==> src/sv/ddo_pkg.sv <==
`default_nettype none

package ddo_pkg;

    // Fixed widths of the datapath.
    localparam int XW = 36;    // CORDIC vector components, Q.28
    localparam int AW = 34;    // CORDIC residual angle, Q3.29
    localparam int RW = 40;    // angle reduction register, Q3.29
    localparam int KW = 30;    // inverse CORDIC gain, Q30

    // Angle constants in Q3.29.
    localparam logic signed [RW-1:0] PI_Q      = 40'sd1686629713;
    localparam logic signed [RW-1:0] TWO_PI_Q  = 40'sd3373259426;
    localparam logic signed [RW-1:0] HALF_PI_Q = 40'sd843314857;

    // Angle reduction runs shifts 6 down to 0 and then 0 once more.
    localparam logic [2:0] WRAP_CNT_INIT = 3'd7;

    // Configuration register reset values.
    localparam logic [15:0] RST_RADIUS    = 16'd3277;
    localparam logic [15:0] RST_INV_TRACK = 16'd10240;

    typedef enum logic [1:0] {
        REG_LEFT_RADIUS  = 2'd0,
        REG_RIGHT_RADIUS = 2'd1,
        REG_INV_TRACK    = 2'd2
    } cfg_index_t;

    // Arctangent of 2^-i in Q3.29.
    function automatic logic signed [AW-1:0] atan_q(input logic [4:0] i);
        logic signed [AW-1:0] v;
        case (i)
            5'd0:    v = 34'sd421657428;
            5'd1:    v = 34'sd248918915;
            5'd2:    v = 34'sd131521918;
            5'd3:    v = 34'sd66762579;
            5'd4:    v = 34'sd33510843;
            5'd5:    v = 34'sd16771758;
            5'd6:    v = 34'sd8387925;
            5'd7:    v = 34'sd4194219;
            5'd8:    v = 34'sd2097141;
            5'd9:    v = 34'sd1048575;
            5'd30:   v = '0;
            5'd31:   v = '0;
            default: v = 34'sd1 << (5'd29 - i);
        endcase
        return v;
    endfunction

    // Inverse CORDIC gain in Q30, evaluated at elaboration. K^2 is built as a
    // truncating product in Q32 by long division, then K is its floor root.
    function automatic logic [KW-1:0] cordic_gain(input int steps);
        logic [63:0] k2;
        logic [63:0] q;
        logic [63:0] rem;
        logic [63:0] d;
        logic [63:0] n;
        logic [63:0] res;
        logic [63:0] bitv;
        k2 = 64'd1 << 32;
        for (int i = 0; i < 16; i++) begin
            if (i < steps) begin
                d   = (64'd1 << (2 * i)) + 64'd1;
                q   = '0;
                rem = '0;
                for (int j = 63; j >= 0; j--) begin
                    rem = {rem[62:0], k2[j]};
                    if (rem >= d) begin
                        rem  = rem - d;
                        q[j] = 1'b1;
                    end
                end
                k2 = k2 - q;
            end
        end
        n    = k2 << 28;
        res  = '0;
        bitv = 64'd1 << 62;
        for (int i = 0; i < 32; i++) begin
            if (n >= res + bitv) begin
                n   = n - (res + bitv);
                res = (res >> 1) + bitv;
            end else begin
                res = res >> 1;
            end
            bitv = bitv >> 2;
        end
        return res[KW-1:0];
    endfunction

endpackage

`default_nettype wire

==> src/sv/diff_drive_odometry.sv <==
// The sequencer holds one item at a time and takes a new input transfer only once it is idle;
// it steps the item through the shared multiplier, the shared angle reduction adder and the
// CORDIC iterations in turn.
// A waiting result does not block the next input transfer; it only stalls the final update.
// Reset (rst_n, asynchronous, active low) clears the pose to zero, empties the output and
// loads the wheel radii with 3277 and the track reciprocal with 10240.
`default_nettype none

module diff_drive_odometry
    import ddo_pkg::*;
#(
    parameter int CORDIC_STEPS = 16
) (
    input  wire logic               clk,
    input  wire logic               rst_n,
    input  wire logic               cfg_wr_en,
    input  wire logic [1:0]         cfg_index,
    input  wire logic [15:0]        cfg_data,
    input  wire logic               in_valid,
    output logic                    in_stall,
    input  wire logic signed [15:0] left_delta,
    input  wire logic signed [15:0] right_delta,
    output logic                    out_valid,
    input  wire logic               out_stall,
    output logic signed [31:0]      pos_x,
    output logic signed [31:0]      pos_y,
    output logic signed [31:0]      heading
);

    localparam logic [KW-1:0] GAIN = cordic_gain(CORDIC_STEPS);

    // Sequencer. The first product is taken in the cycle of the input transfer,
    // then the remaining three products share the same multiplier, the midpoint
    // angle is reduced into [-pi, pi), the CORDIC rotates, and the heading is
    // reduced again on the same reduction adder before the pose is committed.
    typedef enum logic [10:0] {
        ST_IDLE = 11'b000_0000_0001,
        ST_MR   = 11'b000_0000_0010,
        ST_SD   = 11'b000_0000_0100,
        ST_MT   = 11'b000_0000_1000,
        ST_MK   = 11'b000_0001_0000,
        ST_WA   = 11'b000_0010_0000,
        ST_FOLD = 11'b000_0100_0000,
        ST_ROT  = 11'b000_1000_0000,
        ST_HSET = 11'b001_0000_0000,
        ST_WH   = 11'b010_0000_0000,
        ST_DONE = 11'b100_0000_0000
    } state_t;

    state_t state_reg, state_next;

    // Configuration registers.
    logic [15:0] rl_reg;
    logic [15:0] rr_reg;
    logic [15:0] inv_reg;

    // Datapath registers.
    logic signed [15:0]   dr_reg, dr_next;
    logic signed [31:0]   pl_reg, pl_next;
    logic signed [32:0]   sum_reg, sum_next;
    logic signed [32:0]   diff_reg, diff_next;
    logic signed [63:0]   mul_reg, mul_next;
    logic signed [RW-1:0] dphi_reg, dphi_next;
    logic signed [RW-1:0] r_reg, r_next;
    logic [2:0]           wcnt_reg, wcnt_next;

    // Pose state, which also serves as the output register.
    logic signed [31:0] x_acc_reg, x_acc_next;
    logic signed [31:0] y_acc_reg, y_acc_next;
    logic signed [31:0] phi_acc_reg, phi_acc_next;
    logic               out_valid_reg, out_valid_next;

    // Shared multiplier.
    logic signed [33:0] mul_a;
    logic signed [31:0] mul_b;
    logic signed [65:0] mul_full;

    // Shared angle reduction step.
    logic [2:0]           wrap_sh;
    logic signed [RW-1:0] wrap_m;
    logic signed [RW-1:0] wrap_r;

    // Intermediate values.
    logic signed [31:0]   pr_w;
    logic signed [63:0]   dphi_full;
    logic signed [63:0]   half_full;
    logic signed [RW-1:0] half_w;
    logic signed [63:0]   x0_full;
    logic signed [XW-1:0] x0_w;
    logic signed [RW-1:0] ang;
    logic signed [XW-1:0] xr_w;
    logic signed [XW-1:0] yr_w;
    logic signed [RW-1:0] phn;

    // CORDIC interface.
    logic                 cdc_start;
    logic signed [XW-1:0] cdc_x0;
    logic signed [AW-1:0] cdc_a0;
    logic                 cdc_busy;
    logic signed [XW-1:0] cdc_x;
    logic signed [XW-1:0] cdc_y;

    logic in_xfer;
    logic out_free;

    function automatic logic signed [31:0] sat32(input logic signed [33:0] v);
        logic signed [31:0] s;
        if (v > 34'sd2147483647) begin
            s = 32'sh7fff_ffff;
        end else if (v < -34'sd2147483648) begin
            s = 32'sh8000_0000;
        end else begin
            s = v[31:0];
        end
        return s;
    endfunction

    assign in_xfer  = in_valid && (state_reg == ST_IDLE);
    assign out_free = !out_valid_reg || !out_stall;

    // Operand selection for the shared multiplier.
    always_comb
    begin
        case (state_reg)
            ST_IDLE:
            begin
                mul_a = 34'(left_delta);
                mul_b = signed'({16'd0, rl_reg});
            end
            ST_MR:
            begin
                mul_a = 34'(dr_reg);
                mul_b = signed'({16'd0, rr_reg});
            end
            ST_MT:
            begin
                mul_a = 34'(diff_reg);
                mul_b = signed'({16'd0, inv_reg});
            end
            ST_MK:
            begin
                mul_a = 34'(sum_reg);
                mul_b = signed'({2'd0, GAIN});
            end
            default:
            begin
                mul_a = '0;
                mul_b = '0;
            end
        endcase
    end

    assign mul_full = mul_a * mul_b;

    // One restoring step of the modulo 2*pi reduction. The value is kept
    // offset by pi so that the reduced result lies in [0, 2*pi).
    always_comb
    begin
        wrap_sh = (wcnt_reg == 3'd0) ? 3'd0 : wcnt_reg - 3'd1;
        wrap_m  = TWO_PI_Q <<< wrap_sh;
        if (r_reg >= wrap_m) begin
            wrap_r = r_reg - wrap_m;
        end else if (r_reg < 0) begin
            wrap_r = r_reg + wrap_m;
        end else begin
            wrap_r = r_reg;
        end
    end

    // Rounding and folding arithmetic, all round to nearest with ties upward.
    always_comb
    begin
        pr_w      = mul_reg[31:0];
        dphi_full = (mul_reg + 64'sd1024) >>> 11;
        half_full = (mul_reg + 64'sd2048) >>> 12;
        half_w    = half_full[RW-1:0];
        x0_full   = (mul_reg + 64'sd1073741824) >>> 31;
        x0_w      = x0_full[XW-1:0];
        ang       = r_reg - PI_Q;
        xr_w      = (cdc_x + 36'sd2048) >>> 12;
        yr_w      = (cdc_y + 36'sd2048) >>> 12;
        phn       = r_reg - PI_Q;

        // An angle outside the right half plane is turned by pi and the
        // vector negated, which keeps the CORDIC inside its convergence range.
        if (ang > HALF_PI_Q) begin
            cdc_a0 = AW'(ang - PI_Q);
            cdc_x0 = -x0_w;
        end else if (ang < -HALF_PI_Q) begin
            cdc_a0 = AW'(ang + PI_Q);
            cdc_x0 = -x0_w;
        end else begin
            cdc_a0 = AW'(ang);
            cdc_x0 = x0_w;
        end
    end

    always_comb
    begin
        state_next     = state_reg;
        dr_next        = dr_reg;
        pl_next        = pl_reg;
        sum_next       = sum_reg;
        diff_next      = diff_reg;
        mul_next       = mul_reg;
        dphi_next      = dphi_reg;
        r_next         = r_reg;
        wcnt_next      = wcnt_reg;
        x_acc_next     = x_acc_reg;
        y_acc_next     = y_acc_reg;
        phi_acc_next   = phi_acc_reg;
        out_valid_next = out_valid_reg && out_stall;
        cdc_start      = 1'b0;

        case (state_reg)
            ST_IDLE:
            begin
                // Left product rL*dL is formed in the transfer cycle.
                mul_next = mul_full[63:0];
                if (in_xfer) begin
                    dr_next    = right_delta;
                    state_next = ST_MR;
                end
            end
            ST_MR:
            begin
                pl_next    = mul_reg[31:0];
                mul_next   = mul_full[63:0];
                state_next = ST_SD;
            end
            ST_SD:
            begin
                sum_next   = 33'(pl_reg) + 33'(pr_w);
                diff_next  = 33'(pr_w) - 33'(pl_reg);
                state_next = ST_MT;
            end
            ST_MT:
            begin
                mul_next   = mul_full[63:0];
                state_next = ST_MK;
            end
            ST_MK:
            begin
                // The product holds dphi in Q8.40; both dphi and its half are
                // rounded from it before the multiplier is reused for ds*K.
                dphi_next  = dphi_full[RW-1:0];
                r_next     = RW'(phi_acc_reg) + half_w + PI_Q;
                mul_next   = mul_full[63:0];
                wcnt_next  = WRAP_CNT_INIT;
                state_next = ST_WA;
            end
            ST_WA:
            begin
                r_next = wrap_r;
                if (wcnt_reg == 3'd0) begin
                    state_next = ST_FOLD;
                end else begin
                    wcnt_next = wcnt_reg - 3'd1;
                end
            end
            ST_FOLD:
            begin
                cdc_start  = 1'b1;
                state_next = ST_ROT;
            end
            ST_ROT:
            begin
                if (!cdc_busy) begin
                    state_next = ST_HSET;
                end
            end
            ST_HSET:
            begin
                r_next     = RW'(phi_acc_reg) + dphi_reg + PI_Q;
                wcnt_next  = WRAP_CNT_INIT;
                state_next = ST_WH;
            end
            ST_WH:
            begin
                r_next = wrap_r;
                if (wcnt_reg == 3'd0) begin
                    state_next = ST_DONE;
                end else begin
                    wcnt_next = wcnt_reg - 3'd1;
                end
            end
            ST_DONE:
            begin
                // The pose only changes once the previous result has left.
                if (out_free) begin
                    x_acc_next     = sat32(34'(x_acc_reg) + 34'(xr_w));
                    y_acc_next     = sat32(34'(y_acc_reg) + 34'(yr_w));
                    phi_acc_next   = phn[31:0];
                    out_valid_next = 1'b1;
                    state_next     = ST_IDLE;
                end
            end
            default:
            begin
                state_next = ST_IDLE;
            end
        endcase
    end

    always_ff @(posedge clk or negedge rst_n)
    begin
        if (!rst_n) begin
            state_reg     <= ST_IDLE;
            wcnt_reg      <= '0;
            x_acc_reg     <= '0;
            y_acc_reg     <= '0;
            phi_acc_reg   <= '0;
            out_valid_reg <= 1'b0;
        end else begin
            state_reg     <= state_next;
            wcnt_reg      <= wcnt_next;
            x_acc_reg     <= x_acc_next;
            y_acc_reg     <= y_acc_next;
            phi_acc_reg   <= phi_acc_next;
            out_valid_reg <= out_valid_next;
        end
    end

    always_ff @(posedge clk)
    begin
        dr_reg   <= dr_next;
        pl_reg   <= pl_next;
        sum_reg  <= sum_next;
        diff_reg <= diff_next;
        mul_reg  <= mul_next;
        dphi_reg <= dphi_next;
        r_reg    <= r_next;
    end

    // Configuration writes; an index beyond the register list is ignored.
    always_ff @(posedge clk or negedge rst_n)
    begin
        if (!rst_n) begin
            rl_reg  <= RST_RADIUS;
            rr_reg  <= RST_RADIUS;
            inv_reg <= RST_INV_TRACK;
        end else if (cfg_wr_en) begin
            case (cfg_index)
                REG_LEFT_RADIUS:  rl_reg  <= cfg_data;
                REG_RIGHT_RADIUS: rr_reg  <= cfg_data;
                REG_INV_TRACK:    inv_reg <= cfg_data;
                default:          ;
            endcase
        end
    end

    ddo_cordic #(
        .STEPS (CORDIC_STEPS)
    ) u_cordic (
        .clk   (clk),
        .rst_n (rst_n),
        .start (cdc_start),
        .x0    (cdc_x0),
        .a0    (cdc_a0),
        .busy  (cdc_busy),
        .x     (cdc_x),
        .y     (cdc_y)
    );

    assign in_stall  = (state_reg != ST_IDLE);
    assign out_valid = out_valid_reg;
    assign pos_x     = x_acc_reg;
    assign pos_y     = y_acc_reg;
    assign heading   = phi_acc_reg;

endmodule

`default_nettype wire

==> src/sv/ddo_cordic.sv <==
`default_nettype none

module ddo_cordic
    import ddo_pkg::*;
#(
    parameter int STEPS = 16
) (
    input  wire logic                 clk,
    input  wire logic                 rst_n,
    input  wire logic                 start,
    input  wire logic signed [XW-1:0] x0,
    input  wire logic signed [AW-1:0] a0,
    output logic                      busy,
    output logic signed [XW-1:0]      x,
    output logic signed [XW-1:0]      y
);

    localparam int ITW = $clog2(STEPS);
    localparam logic [ITW-1:0] LAST = ITW'(STEPS - 1);

    logic                 busy_reg, busy_next;
    logic [ITW-1:0]       it_reg, it_next;
    logic signed [XW-1:0] x_reg, x_next;
    logic signed [XW-1:0] y_reg, y_next;
    logic signed [AW-1:0] a_reg, a_next;
    logic signed [XW-1:0] xs;
    logic signed [XW-1:0] ys;
    logic signed [AW-1:0] at;

    // One micro-rotation per cycle through a single add/subtract pair.
    always_comb
    begin
        xs        = x_reg >>> it_reg;
        ys        = y_reg >>> it_reg;
        at        = atan_q(5'(it_reg));
        busy_next = busy_reg;
        it_next   = it_reg;
        x_next    = x_reg;
        y_next    = y_reg;
        a_next    = a_reg;
        if (start) begin
            busy_next = 1'b1;
            it_next   = '0;
            x_next    = x0;
            y_next    = '0;
            a_next    = a0;
        end else if (busy_reg) begin
            if (a_reg >= 0) begin
                x_next = x_reg - ys;
                y_next = y_reg + xs;
                a_next = a_reg - at;
            end else begin
                x_next = x_reg + ys;
                y_next = y_reg - xs;
                a_next = a_reg + at;
            end
            if (it_reg == LAST) begin
                busy_next = 1'b0;
            end else begin
                it_next = it_reg + 1'b1;
            end
        end
    end

    always_ff @(posedge clk or negedge rst_n)
    begin
        if (!rst_n) begin
            busy_reg <= 1'b0;
            it_reg   <= '0;
        end else begin
            busy_reg <= busy_next;
            it_reg   <= it_next;
        end
    end

    always_ff @(posedge clk)
    begin
        x_reg <= x_next;
        y_reg <= y_next;
        a_reg <= a_next;
    end

    assign busy = busy_reg;
    assign x    = x_reg;
    assign y    = y_reg;

endmodule

`default_nettype wire
==> config.mk <==
export PLATFORM = sky130hd
export DESIGN_NAME = diff_drive_odometry
export DESIGN_NICKNAME = d
export VERILOG_FILES = /design/src/sv/ddo_pkg.sv /design/src/sv/diff_drive_odometry.sv /design/src/sv/ddo_cordic.sv
export SDC_FILE = /design/constraint.sdc
export NUM_CORES = 2
export LEC_CHECK = 0
export ABC_CLOCK_PERIOD_IN_PS = 12000
export BUFFER_PORTS_ARGS = -buffer_cell sky130_fd_sc_hd__buf_4
export CORE_UTILIZATION = 50
export DETAILED_ROUTE_END_ITERATION = 16
export PLACE_DENSITY = 0.72
export SLEW_MARGIN = 20
export SYNTH_ARGS = -nofsm -noshare
export SYNTH_HDL_FRONTEND = slang
export SYNTH_SLANG_ARGS = --single-unit
==> constraint.sdc <==
create_clock -name clk -period 12 [get_ports clk]
set_input_delay 1.8 -clock clk [delete_from_list [all_inputs] [get_ports clk]]
set_output_delay 1.8 -clock clk [all_outputs]
set_load 0.01 [all_outputs]
==> results_tabular.tex <==
\begin{tabular}{lr}
\hline
Metric & Value \\
\hline
\multicolumn{2}{l}{\textbf{Run status}} \\
\quad Status & complete, no violations \\
\multicolumn{2}{l}{\textbf{Worst setup path}} \\
\quad CP arrival & 11.60 ns \\
\quad Slowest cell on the critical path & sky130\_fd\_sc\_hd\_\_fa\_1 \\
\quad Reg2Reg Depth & 33 \\
\quad Required time worst endpoint & 12.39 ns \\
\quad Critical path capture point & mul\_reg[61] \\
\quad Critical path start-end classification & register to register \\
\quad Endpoint kind of the worst setup timing path & register \\
\quad Worst-path maximum fanout & 35 \\
\quad Worst setup path startpoint & state\_reg[3] \\
\quad Library cell appearing most often on the critical path & sky130\_fd\_sc\_hd\_\_fa\_1 \\
\quad Startpoint types & register \\
\quad Reg2reg setup slack & 0.79 ns \\
\quad Critical R2R Launch & state\_reg[3] \\
\quad Crit path largest cell delay & 0.67 ns \\
\quad Endpoint of the lowest-slack register-to-register path & mul\_reg[61] \\
\multicolumn{2}{l}{\textbf{Place}} \\
\quad Count of input and output buffers & 152 \\
\quad Number of instances in the placed design & 11170 \\
\quad Final GP Congestion & 0.9727 \\
\quad Post-detailed-placement half-perimeter wirelength & 200300 µm \\
\quad Total cell area at the placement stage & 84410 µm² \\
\multicolumn{2}{l}{\textbf{Finish}} \\
\quad Number of antenna diodes & 0 \\
\quad Share of layout cells above drive strength 1 & 0.07624 \\
\quad Area of the multi-input gates & 60460 µm² \\
\quad Final standard cell area without fillers & 86670 µm² \\
\quad Layout net count & 10730 \\
\quad Non-Filler Instances & 11290 \\
\quad Number of flip-flops in the largest register & 64 \\
\quad FF/Latch Area & 14670 µm² \\
\quad Layout area overhead & 7.221\% \\
\quad FILL cells & 14560 \\
\multicolumn{2}{l}{\textbf{Timing}} \\
\quad Setup repair after global routing missed its margin & no \\
\quad Sum of negative setup slack & 0 ns \\
\quad Skew final & 0.04666 ns \\
\quad Setup violations, final & 0 \\
\quad Top achievable clock speed & 0.08923 GHz \\
\quad Number of endpoints with negative hold slack in the final report & 0 \\
\quad Final max-slew violation count & 0 \\
\quad Worst slew pin tran & 1.137 ns \\
\quad Worst max-slew margin expressed relative to the limit & 0.2404 \\
\quad Fin crit share & 0.9340 \\
\quad Final period demand of the worst path & 11.21 ns \\
\multicolumn{2}{l}{\textbf{Global routing}} \\
\quad Antenna violations before repair & 6 \\
\quad Pin count of the biggest net entering global routing & 78 \\
\quad Via count of the first global-routing pass & 67340 \\
\quad Global-route met1 utilization & 0.4138 \\
\quad Met3 usage in global routing & 0.05355 \\
\quad Total global routing overflow & 0 \\
\quad Tot GR Track Use & 0.3033 \\
\quad Most crowded layer after global routing & met2 \\
\quad First-pass GRT wire length & 387500 µm \\
\quad Met2 layer usage reported by global route & 0.4826 \\
\multicolumn{2}{l}{\textbf{Worst hold path}} \\
\quad Hold/Removal Path Class & register to register \\
\multicolumn{2}{l}{\textbf{Floorplan}} \\
\quad Die width & 404.1 µm \\
\quad Number of cell rows & 147 \\
\quad \# IOs & 153 \\
\quad Area enclosed by the die boundary & 163300 µm² \\
\quad Effective utilization at floorplan & 0.5034 \\
\quad CORE AREA & 160600 µm² \\
\quad Chip Height & 404.1 µm \\
\multicolumn{2}{l}{\textbf{Clock network}} \\
\quad Clock-pin slew of the registers on the worst-case setup and hold paths & 0.06 ns \\
\quad Number of clock buffers inserted by TritonCTS & 66 \\
\quad Clk Latency, worst-skew pair & 0.68 ns \\
\quad CTS tree & done \\
\quad Deepest clock path buffer count & 3 \\
\quad Total of hold buffers inserted after clock tree synthesis & 0 \\
\quad Sinks on Clock Net & 527 \\
\quad Root buffer cell & sky130\_fd\_sc\_hd\_\_clkbuf\_16 \\
\quad Resize count post-CTS & 0 \\
\quad Count of H-tree levels built during CTS & 3 \\
\quad Setup Fix Bufs, Post-CTS & 0 \\
\multicolumn{2}{l}{\textbf{Synth}} \\
\quad Count of cell types in the netlist & 115 \\
\quad Net count after synthesis & 10740 \\
\quad Count of flip-flops with a built-in enable after synthesis & 327 \\
\quad Mapped Area & 80840 µm² \\
\quad Post-synthesis sequential area ratio & 0.1814 \\
\quad Library cell occupying the most area in the post-synthesis netlist & sky130\_fd\_sc\_hd\_\_fa\_1 \\
\quad Synthesized-area fraction occupied by xor and xnor cells & 0.07883 \\
\quad Fraction of registers with async set or reset after synthesis & 0.3112 \\
\quad Syn Area/Cell & 8.894 µm² \\
\quad Dominant combinational cell family by area after synthesis & adder cells \\
\quad Main area contributors after synthesis & sky130\_fd\_sc\_hd\_\_fa\_1, sky130\_fd\_sc\_hd\_\_edfxtp\_1, sky130\_fd\_sc\_hd\_\_ha\_1 \\
\quad Portion of netlist area occupied by mux cells & 0.04052 \\
\quad Simple-gate share of the synthesized area & 0.1458 \\
\quad Proportion of netlist area held by the largest area contributor & 0.2115 \\
\quad Synthesized-area fraction occupied by ao, oa, aoi and oai cells & 0.1536 \\
\quad Post-synth top flop & sky130\_fd\_sc\_hd\_\_edfxtp\_1 \\
\quad Count of synthesis-stage warnings from yosys & 0 \\
\quad Flops \& latches, synth & 527 \\
\quad Post-Syn Instances & 9089 \\
\quad Post-synthesis adder-cell area fraction & 0.3277 \\
\multicolumn{2}{l}{\textbf{Routing}} \\
\quad Count of vias placed by the detailed router & 67300 \\
\quad ANT nets after route & 0 \\
\quad DRT iter0 DRCs & 6451 \\
\quad Total DRC errors in the routed layout & 0 \\
\quad Number of iterations in the first detailed-routing pass & 7 \\
\quad Total wire length after detailed routing & 248900 µm \\
\quad Via-to-Cell Ratio & 5.962 \\
\quad Average detailed-routed wire length per instance & 22.05 µm \\
\multicolumn{2}{l}{\textbf{Run}} \\
\quad Max-cap viol count & 0 \\
\hline
\end{tabular}
-- synthesized netlist by cell type, types with 21 or more instances --
cell / n
sky130_fd_sc_hd__o21ai_0: 424
sky130_fd_sc_hd__nand4_1: 70
sky130_fd_sc_hd__mux2i_1: 91
sky130_fd_sc_hd__a221oi_1: 22
sky130_fd_sc_hd__and3_1: 66
sky130_fd_sc_hd__o31ai_1: 44
sky130_fd_sc_hd__nand3_1: 157
sky130_fd_sc_hd__xor2_1: 243
sky130_fd_sc_hd__nor4_1: 34
sky130_fd_sc_hd__dfxtp_1: 36
sky130_fd_sc_hd__o211ai_1: 34
sky130_fd_sc_hd__nand2_1: 786
sky130_fd_sc_hd__o22ai_1: 21
sky130_fd_sc_hd__o21a_1: 66
sky130_fd_sc_hd__o21bai_1: 69
sky130_fd_sc_hd__ha_1: 742
sky130_fd_sc_hd__a211oi_1: 72
sky130_fd_sc_hd__a21o_1: 199
sky130_fd_sc_hd__nor3_1: 112
sky130_fd_sc_hd__o221ai_1: 26
sky130_fd_sc_hd__nor2_1: 865
sky130_fd_sc_hd__o21ai_1: 43
sky130_fd_sc_hd__a22oi_1: 34
sky130_fd_sc_hd__clkbuf_1: 304
sky130_fd_sc_hd__or2_2: 49
sky130_fd_sc_hd__buf_1: 28
sky130_fd_sc_hd__nor3b_1: 22
sky130_fd_sc_hd__nor2b_1: 75
sky130_fd_sc_hd__mux2_2: 74
sky130_fd_sc_hd__mux4_2: 68
sky130_fd_sc_hd__a211o_1: 43
sky130_fd_sc_hd__edfxtp_1: 327
sky130_fd_sc_hd__a31oi_1: 67
sky130_fd_sc_hd__inv_1: 1133
sky130_fd_sc_hd__dfrtp_1: 147
sky130_fd_sc_hd__nand2b_1: 121
sky130_fd_sc_hd__a21oi_1: 525
sky130_fd_sc_hd__xnor2_1: 479
sky130_fd_sc_hd__buf_2: 34
sky130_fd_sc_hd__and2_1: 71
sky130_fd_sc_hd__fa_1: 854
sky130_fd_sc_hd__or3_1: 47
-- kinds of logic after synthesis --
group | after synthesis
and+or+nand+nor | 2557
AOI/OAI and AO/OA | 1921
adders and majority gates | 1607
buffers and inverters | 1519
xor gates and xnor gates | 725
DFF | 527
muxes | 233
-- area by class of cell --
cell class,count,area share
clock inverters,30,0.004288
clock buffers,91,0.02171
repair buffers,300,0.02663
multi-input cells,7043,0.6976
well taps,2160,0.03118
inverters,1138,0.04928
flip-flops and latches,527,0.1693
-- layout by cell type (no fill, tap or decap), drive strengths merged, types with 73 or more instances in the layout --
cell type	instances
a211oi	75
a21o	199
a21oi	526
and2	73
buf	299
clkbuf	92
dfrtp	147
edfxtp	327
fa	854
ha	742
inv	1143
mux2	74
mux2i	91
nand2	786
nand2b	121
nand3	158
nor2	866
nor2b	75
nor3	113
o21ai	468
xnor2	482
xor2	243
-- metal layers --
metal / wire length, µm / part of all wire / up-vias
met5: 20 / 0.000080 / -
li1: - / - / 30840
met1: 104700 / 0.42 / 33050
met2: 112300 / 0.45 / 2954
met3: 22220 / 0.089 / 456
met4: 9703 / 0.039 / 2
-- metrics by stage --
stage                     utilization  hold slack, ns  worst slack, ns
after floorplan                     -          0.4543            1.531
after global placement         0.5257          0.4804           0.7665
after detailed placement       0.5257          0.4834           0.6447
after CTS                      0.5398          0.5039           0.8185
after global routing           0.5398          0.5147           0.1437
final                          0.5398          0.5037           0.7924
-- worst min path at each step --
stage               cells past startpoint  startpoint  slack (ns)    endpoint
floorplan                               0  mul_reg[0]        0.45   pl_reg[0]
global placement                        0  mul_reg[0]        0.48   pl_reg[0]
detailed placement                      0  mul_reg[0]        0.48   pl_reg[0]
CTS                                     0  mul_reg[3]        0.50   pl_reg[3]
global route                            1  rr_reg[14]        0.51  rr_reg[14]
finish                                  2   pos_y[31]        0.50   pos_y[31]
-- worst max-delay path: cells and delay by family (launching register included) --
kind,cells,cell delay [ns]
compound gates,7,1.63
buf+inv,4,1.11
fa+ha+maj,9,4.56
simple gates,12,3.05
xor+xnor,1,0.14
flops,1,0.43
Power is not shown: default switching activity piles up to over one toggle a cycle in this logic, so the estimate is an artifact.
